$ cat src/isbnv_pkg.sv
package isbnv_pkg;

	localparam logic [7:0] CHAR_NUL    = 8'h00;
	localparam logic [7:0] CHAR_HYPHEN = 8'h2D;
	localparam logic [7:0] CHAR_ZERO   = 8'h30;
	localparam logic [7:0] CHAR_NINE   = 8'h39;
	localparam logic [7:0] CHAR_UPPER_X = 8'h58;
	localparam logic [7:0] CHAR_LOWER_X = 8'h78;
	localparam logic [7:0] CHAR_PLUS   = 8'h2B;
	localparam logic [7:0] CHAR_STAR   = 8'h2A;

	localparam logic [3:0] COUNT_MAX    = 4'd15;
	localparam logic [3:0] COUNT_SBN    = 4'd8;
	localparam logic [3:0] COUNT_ISBN10 = 4'd9;
	localparam logic [3:0] COUNT_ISBN13 = 4'd12;
	localparam logic [3:0] RESIDUE_TEN  = 4'd10;

	typedef struct packed {
		logic [3:0] digit_count;
		logic [3:0] sum_sbn;
		logic [3:0] sum_isbn10;
		logic [3:0] sum_isbn13;
		logic [7:0] pending_char;
		logic       have_pending;
		logic       bad_char_seen;
	} isbnv_state_t;

	function automatic logic is_digit(input logic [7:0] c);
		return (c >= CHAR_ZERO) && (c <= CHAR_NINE);
	endfunction

	// x below 128: quotient by reciprocal 187/2048, then one correction
	function automatic logic [3:0] mod11(input logic [6:0] x);
		logic [14:0] p;
		logic [3:0]  q;
		logic [6:0]  r;
		p = 15'(x) * 15'd187;
		q = p[14:11];
		r = x - 7'(q * 4'd11);
		if (r >= 7'd11) begin
			r = r - 7'd11;
		end
		return r[3:0];
	endfunction

	// x below 64: quotient by reciprocal 205/2048, then one correction
	function automatic logic [3:0] mod10(input logic [5:0] x);
		logic [13:0] p;
		logic [2:0]  q;
		logic [5:0]  r;
		p = 14'(x) * 14'd205;
		q = p[13:11];
		r = x - 6'(q * 4'd10);
		if (r >= 6'd10) begin
			r = r - 6'd10;
		end
		return r[3:0];
	endfunction

endpackage

$ cat src/isbnv_fold.sv
module isbnv_fold (
	input  isbnv_pkg::isbnv_state_t cur,
	input  logic [7:0]              c,
	output isbnv_pkg::isbnv_state_t nxt
);

	logic [3:0] d;
	logic [4:0] w10_raw;
	logic [4:0] w11_raw;
	logic [3:0] w10;
	logic [3:0] w11;
	logic [7:0] acc10;
	logic [7:0] acc11;
	logic [5:0] acc13;

	assign d       = 4'(c - isbnv_pkg::CHAR_ZERO);
	assign w10_raw = {1'b0, cur.digit_count} + 5'd1;
	assign w11_raw = {1'b0, cur.digit_count} + 5'd2;
	assign w10     = (w10_raw >= 5'd11) ? 4'(w10_raw - 5'd11) : w10_raw[3:0];
	assign w11     = (w11_raw >= 5'd11) ? 4'(w11_raw - 5'd11) : w11_raw[3:0];
	assign acc10   = 8'(cur.sum_isbn10) + 8'(d) * 8'(w10);
	assign acc11   = 8'(cur.sum_sbn) + 8'(d) * 8'(w11);
	assign acc13   = 6'(cur.sum_isbn13) + (cur.digit_count[0] ? 6'(d) * 6'd3 : 6'(d));

	always_comb begin
		nxt = cur;
		if (!isbnv_pkg::is_digit(c)) begin
			nxt.bad_char_seen = 1'b1;
		end else if (cur.digit_count != isbnv_pkg::COUNT_MAX) begin
			nxt.sum_sbn     = isbnv_pkg::mod11(acc11[6:0]);
			nxt.sum_isbn10  = isbnv_pkg::mod11(acc10[6:0]);
			nxt.sum_isbn13  = isbnv_pkg::mod10(acc13);
			nxt.digit_count = cur.digit_count + 4'd1;
		end
	end

endmodule

$ cat src/isbnv_judge.sv
module isbnv_judge (
	input  isbnv_pkg::isbnv_state_t cur,
	output logic                    is_valid,
	output logic                    rewrite_to_x
);

	logic [7:0] m;
	logic       m_digit;
	logic [3:0] dv;
	logic [3:0] r11;
	logic [3:0] r13;
	logic       sym_mark;

	assign m        = cur.pending_char;
	assign m_digit  = isbnv_pkg::is_digit(m);
	assign dv       = 4'(m - isbnv_pkg::CHAR_ZERO);
	assign r11      = (cur.digit_count == isbnv_pkg::COUNT_SBN) ? cur.sum_sbn : cur.sum_isbn10;
	assign r13      = (cur.sum_isbn13 == 4'd0) ? 4'd0 : 4'd10 - cur.sum_isbn13;
	assign sym_mark = (m == isbnv_pkg::CHAR_LOWER_X) || (m == isbnv_pkg::CHAR_PLUS)
		|| (m == isbnv_pkg::CHAR_STAR);

	always_comb begin
		is_valid     = 1'b0;
		rewrite_to_x = 1'b0;
		if (cur.have_pending && !cur.bad_char_seen) begin
			if (cur.digit_count == isbnv_pkg::COUNT_SBN
				|| cur.digit_count == isbnv_pkg::COUNT_ISBN10) begin
				if (r11 == isbnv_pkg::RESIDUE_TEN) begin
					is_valid     = (m == isbnv_pkg::CHAR_UPPER_X) || sym_mark;
					rewrite_to_x = sym_mark;
				end else begin
					is_valid = m_digit && (dv == r11);
				end
			end else if (cur.digit_count == isbnv_pkg::COUNT_ISBN13) begin
				is_valid = m_digit && (dv == r13);
			end
		end
	end

endmodule

$ cat src/isbn_check_digit_validator_core.sv
// ISBN check-digit validator. Feed the string one character word per cycle on
// char_code; hyphens are skipped and a zero word ends the string. Each zero word
// yields exactly one result word (is_valid, rewrite_to_x), presented on the output
// after it passes the input register and the result register; other characters
// yield nothing. Throughput is one word per cycle: the input register hands its
// word to the residue update and result register, and in_ready drops only while
// a terminator sits in the input register behind a result that has not yet been taken.
module isbn_check_digit_validator_core (
	input  logic       clk,
	input  logic       arst_n,
	input  logic       in_valid,
	output logic       in_ready,
	input  logic [7:0] char_code,
	output logic       out_valid,
	input  logic       out_ready,
	output logic       is_valid,
	output logic       rewrite_to_x
);

	logic                    v_s1;
	logic [7:0]              char_s1;
	logic                    adv_s1;
	logic                    term_s1;
	logic                    out_free;
	isbnv_pkg::isbnv_state_t state_q;
	isbnv_pkg::isbnv_state_t folded;
	isbnv_pkg::isbnv_state_t state_nxt;
	logic                    judge_valid;
	logic                    judge_rewrite;
	logic                    out_valid_q;
	logic                    is_valid_q;
	logic                    rewrite_q;

	assign term_s1  = (char_s1 == isbnv_pkg::CHAR_NUL);
	assign out_free = !out_valid_q || out_ready;
	assign adv_s1   = v_s1 && (!term_s1 || out_free);
	assign in_ready = !v_s1 || adv_s1;

	always_ff @(posedge clk or negedge arst_n) begin
		if (!arst_n) begin
			v_s1 <= 1'b0;
		end else if (in_ready) begin
			v_s1 <= in_valid;
		end
	end

	always_ff @(posedge clk) begin
		if (in_ready && in_valid) begin
			char_s1 <= char_code;
		end
	end

	isbnv_fold u_fold (
		.cur (state_q),
		.c   (state_q.pending_char),
		.nxt (folded)
	);

	isbnv_judge u_judge (
		.cur          (state_q),
		.is_valid     (judge_valid),
		.rewrite_to_x (judge_rewrite)
	);

	always_comb begin
		state_nxt = state_q;
		if (term_s1) begin
			state_nxt = '0;
		end else if (char_s1 != isbnv_pkg::CHAR_HYPHEN) begin
			if (state_q.have_pending) begin
				state_nxt = folded;
			end
			state_nxt.pending_char = char_s1;
			state_nxt.have_pending = 1'b1;
		end
	end

	always_ff @(posedge clk or negedge arst_n) begin
		if (!arst_n) begin
			state_q <= '0;
		end else if (adv_s1) begin
			state_q <= state_nxt;
		end
	end

	always_ff @(posedge clk or negedge arst_n) begin
		if (!arst_n) begin
			out_valid_q <= 1'b0;
		end else if (out_free) begin
			out_valid_q <= adv_s1 && term_s1;
		end
	end

	always_ff @(posedge clk) begin
		if (adv_s1 && term_s1) begin
			is_valid_q <= judge_valid;
			rewrite_q  <= judge_rewrite;
		end
	end

	assign out_valid    = out_valid_q;
	assign is_valid     = is_valid_q;
	assign rewrite_to_x = rewrite_q;

	a_rewrite_implies_valid: assert property (@(posedge clk) disable iff (!arst_n)
		out_valid_q |-> (!rewrite_q || is_valid_q))
		else $error("rewrite flagged on an invalid result");

	a_clear_after_term: assert property (@(posedge clk) disable iff (!arst_n)
		(adv_s1 && term_s1) |=> (state_q.digit_count == 4'd0 && !state_q.have_pending
			&& !state_q.bad_char_seen))
		else $error("state not cleared after terminator");

	a_count_needs_pending: assert property (@(posedge clk) disable iff (!arst_n)
		(state_q.digit_count != 4'd0) |-> state_q.have_pending)
		else $error("digits folded without a pending character");

	a_s1_holds: assert property (@(posedge clk) disable iff (!arst_n)
		(v_s1 && !adv_s1) |=> (v_s1 && $stable(char_s1)))
		else $error("input register lost a stalled word");

	a_term_waits: assert property (@(posedge clk) disable iff (!arst_n)
		(adv_s1 && term_s1) |=> out_valid_q)
		else $error("terminator advanced without producing a result");

endmodule
$ cat config.mk
export PLATFORM = sky130hd
export DESIGN_NAME = isbn_check_digit_validator_core
export DESIGN_NICKNAME = d
export VERILOG_FILES = /design/src/isbnv_pkg.sv /design/src/isbnv_fold.sv /design/src/isbnv_judge.sv /design/src/isbn_check_digit_validator_core.sv
export SDC_FILE = /design/constraint.sdc
export NUM_CORES = 1
export LEC_CHECK = 0
export ABC_AREA = 1
export CAP_MARGIN = 5
export CORE_AREA = 5 5 127 129
export CTS_BUF_LIST = sky130_fd_sc_hd__clkbuf_4 sky130_fd_sc_hd__clkbuf_8
export DETAILED_ROUTE_END_ITERATION = 10
export DIE_AREA = 0 0 132 134
export DONT_BUFFER_PORTS = 1
export GPL_TIMING_DRIVEN = 1
export PLACE_DENSITY = 0.77
export SLEW_MARGIN = 20
export SYNTH_ARGS = -nofsm -noshare
export SYNTH_HDL_FRONTEND = slang
export SYNTH_HIERARCHICAL = 1
export SYNTH_SLANG_ARGS = --single-unit
$ cat constraint.sdc
create_clock -name clk -period 10.68 [get_ports clk]
set_input_delay 0.534 -clock clk [delete_from_list [all_inputs] [get_ports clk]]
set_output_delay 0.534 -clock clk [all_outputs]
set_load 0.05 [all_outputs]
# Yosys cells after proc, flatten, opt, wreduce, memory -nomap -nowiden
# Cells that the tools add are included.
dict set report totals {
  reg_bits 38
  elab_cells 102
}
dict set report classes {
  add_sub_neg 16
  n_mul 9
  order_cmp 7
  n_eq_ne 13
  mux 17
  n_reduce_logical 28
}
# cell n
set ops {}
lappend ops {{two-way mux 26 bit} 3}
lappend ops {{two-way mux 16 bit} 2}
lappend ops {{multiplier 7 x 8 -> 15 bit (second input constant)} 2}
lappend ops {{two-way mux 4 bit} 7}
lappend ops {{subtractor 4 bit (second input constant)} 5}
lappend ops {{equality test 4 bit (second input constant)} 4}
lappend ops {{equality test 8 x 6 -> 1 bit (second input constant)} 2}
lappend ops {{equality test 8 x 7 -> 1 bit (second input constant)} 2}
lappend ops {{adder 4 x 7 -> 7 bit} 2}
lappend ops {{>= comparator 7 x 4 -> 1 bit (second input constant)} 2}
lappend ops {{multiplier 4 x 4 -> 7 bit} 2}
lappend ops {{multiplier 4 x 4 -> 7 bit (second input constant)} 2}
lappend ops {{multiplier 6 x 8 -> 14 bit (second input constant)} 1}
lappend ops {{subtractor 7 bit} 2}
lappend ops {{>= comparator 5 x 4 -> 1 bit (second input constant)} 2}
lappend ops {{equality test 4 bit} 2}
lappend ops {{>= comparator 8 x 6 -> 1 bit (second input constant)} 1}
lappend ops {{less-or-equal comparator 8 x 6 -> 1 bit (second input constant)} 1}
lappend ops {{logical NOT 8 bit} 1}
lappend ops {{!= test 8 x 6 -> 1 bit (second input constant)} 1}
lappend ops {{nonzero test 2 bit} 4}
lappend ops {{logical AND 1 bit} 7}
lappend ops {{logical OR 1 bit} 7}
lappend ops {{adder 4 x 6 -> 6 bit} 1}
lappend ops {{other kinds (19)} 25}

# Longest topological paths before layout
dict set report depth {
  ltp_word 15
  ltp_mapped 70
  mapped_depth_nobuf 70
}

# Modules after synthesis
# Netlist, hierarchy kept.
# module n_inst cells_each area_per_inst_um2
set by_module_without_submodules {}
lappend by_module_without_submodules {isbnv_fold 1 914 6548.8}
lappend by_module_without_submodules {isbn_check_digit_validator_core 1 191 1690.4}
lappend by_module_without_submodules {isbnv_judge 1 89 459.2}

# Least setup slack after synthesis
# No wires, ideal clock.
dict set report synth_path {
  path_type {reg-to-reg}
  startpoint {register state_q[22] (netlist name)}
  endpoint {register state_q[15] (netlist name)}
  setup_time_ns 0.065
  arrival_time_ns 10.052
  t_required_ns 10.615
  setup_slack_ns 0.562
  path_stages_with_launch 64
  n_path_buf 0
  period_less_slack_ns 10.118
  path_cell_list {dfrtp_1 inv_2 ha_1 inv_1 nand2_1 nand3_2 a21oi_1 nand2_1 nand2_1 xor2_1 nor2_1 fa_1 fa_1 fa_1 ha_1 a21oi_1 o21ai_0 nor2_1 [28 not listed] nand2_1 inv_1 nand4_1 nand3_1 nand2_1 nand2_1 nand3b_1 nand2_1 nand2_1 nand2_2 nand2_4 nand2_2 nand2_1 o21ai_1 nand2_1 nor2_1 nand3_1 nand2_1}
}
# item line
set synth_lines {}
lappend synth_lines {{from (decl)} isbn_check_digit_validator_core.sv:25} ;# isbnv_pkg::isbnv_state_t state_q;
lappend synth_lines {{from (signal assigned)} isbn_check_digit_validator_core.sv:82} ;# state_q <= state_nxt;

==> reports/qor.yml <==
clock_network:
  path_clk_slew_ps: 80
  clock_latency_ps: 300
  cts_buffer_depth: 2
  clk_root_buffer_cell: "clkbuf_8"
  cts_max_level: 2
  cts_made_buffers: 5
  cts_tree: "done"
  cts.sinks: 38
detailed_routing:
  post-route-drc-count: 0
  num_vias: 7465
  wirelength_mm: 18.7
  vias_per_cell: 5.32
  detail_route.wl_per_cell_um: 13.3
  ant_nets: 0
  drt_iter0_drc: 403
  dr.pass1.iters: 5
grt:
  grt_pass1_vias: 7142
  overflow: 0
  grt_antenna_before_repair: 0
  grt_use_total: 0.203
  grt_first_pass_wirelength_mm: 31.2
  grt_max_degree: 30
finish:
  nNetsFinal: 1456
  fin_cells: 1403
  drive_gt1_frac: 0.135
  n_antenna_cell: 0
  fillers: 1274
  syn_to_final_growth_pct: 10.5
timing:
  drv_slew: 0
  setup_violations: 0
  hold_viol: 0
  fin_crit_ps: 10200
  relSlewSlack: 0.287
  hold_slack_ps: 46.3
  post-route-worst-setup-slack_ps: 483
  tightest_slew_ps: 1070
  rsz0062_at_grt: "true"
  setup_tns_ps: 0
  fmax_mhz: 98.1
  finalCritPeriodShare: 0.955
  skew_ps: 9.26
synthesis:
  syn_inst: 1185
  synthesis.area_um2: 8630
  avgSynthCellArea_um2: 7.28
  syn_nets: 1427
  yosysWarnings: 6
worst_setup_path:
  arrival_ps: 10430
  worst-setup-path-type: "flip-flop to flip-flop"
  path_max_fanout: 5
  cp_top_family: "adder cells"
  cp-end-kind: "flip-flop"
  crit_required_ps: 10920
  critical_path.max_stage_delay_ps: 560
  crit_buf_inv: 10
  critPathSlowestCell: "fa_1"
  path_common_cell: "nand2_1"
  worst_setup_path_start_kind: "flip-flop"
placed_design:
  place.gp.congestion: 0.893
  dpl.hpwl_mm: 14.5
  place_ws_ps: 16.9
  numPlacedInstances: 1381
  io_buffers: 0
floorplan:
  core_area_um2: 14900
  die-area_um2: 17700
  rows: 45
  die_h_um: 134
  ios: 16
  die_w_um: 132
  start_util: 0.578
run_status:
  outcome: "complete, no violations"
worst_hold_path:
  hold_class: "input pin to async pin"
run:
  maxCapViolCount: 0
-- what timing repair did --
item	4_1_cts	5_1_grt
buffers inserted	0	13
setup endpoints to repair	3	8
pin swaps	0	36
gates resized for setup	1	74
endpoints found under the hold margin	28	0
hold buffers	1	0
-- layer usage --
layer / track usage / vias to the layer above / routed length (µm)
li1: - / 3813 / -
met1: 0.264 / 3501 / 8420
met2: 0.370 / 122 / 9530
met3: 0.0158 / 29 / 472
met4: 0.0389 / 0 / 286
met5: 0 / - / 0
-- worst paths after layout --
kind / endpoint / start / slack [ps] / cells after the start
min: state_q[11]$_DFFE_PN0P_ / arst_n / 50 / 1
max in group asynchronous: state_q[22]$_DFFE_PN0P_ / arst_n / 10460 / 1
max reg2reg: state_q[19]$_DFFE_PN0P_ / state_q[24]$_DFFE_PN0P_ / 480 / 63
min in group clk: out_valid$_DFFE_PN0P_ / out_ready / 330 / 1
min reg2reg: state_q[9]$_DFFE_PN0P_ / state_q[9]$_DFFE_PN0P_ / 530 / 2
max: state_q[19]$_DFFE_PN0P_ / state_q[24]$_DFFE_PN0P_ / 480 / 63
-- through the flow --
step / area, µm² / util
after floorplan: 8630 / -
after global placement: 8920 / 0.598
after detailed placement: 8920 / 0.598
after CTS: 9030 / 0.605
after global routing: 9540 / 0.639
final: 9540 / 0.639
-- cell usage in the layout, fill, tap and decap left out, types with 8 or more instances in the layout --
cell        n
a21oi_2     9
nor2_1     87
ha_4       19
a21oi_1    30
nand3b_1   10
fa_1       60
inv_2      10
nand2_1   254
inv_1     222
nor2_2     13
xor2_1     27
ha_1      149
nand2_2    27
o21ai_1     8
edfxtp_1   10
or2_2      11
dfrtp_1    26
o21ai_0    16
nand3_1    93
xnor2_1    10
buf_4      32
nand4_1    19
-- cell type report --
class	instances	area [µm²]	share of cell area
Inverter	236	890	0.0933
Multi-Input combinational cell	899	7050	0.739
Timing Repair Buffer	34	272	0.0285
Clock buffer	6	76.3	0.00800
Sequential cell	38	1000	0.105
Tap cell	188	235	0.0247
Clock inverter	2	10.0	0.00105
-- state kept, by name, summed over array words and instances (netlist names) --
register / flops
v_s1: 1
rewrite_to_x: 1
state_q: 26
out_valid: 1
is_valid: 1
char_s1: 8
Power is left out: the tool's default activity adds up to more than one toggle a clock period on the data nets, which glitch-free logic cannot reach.
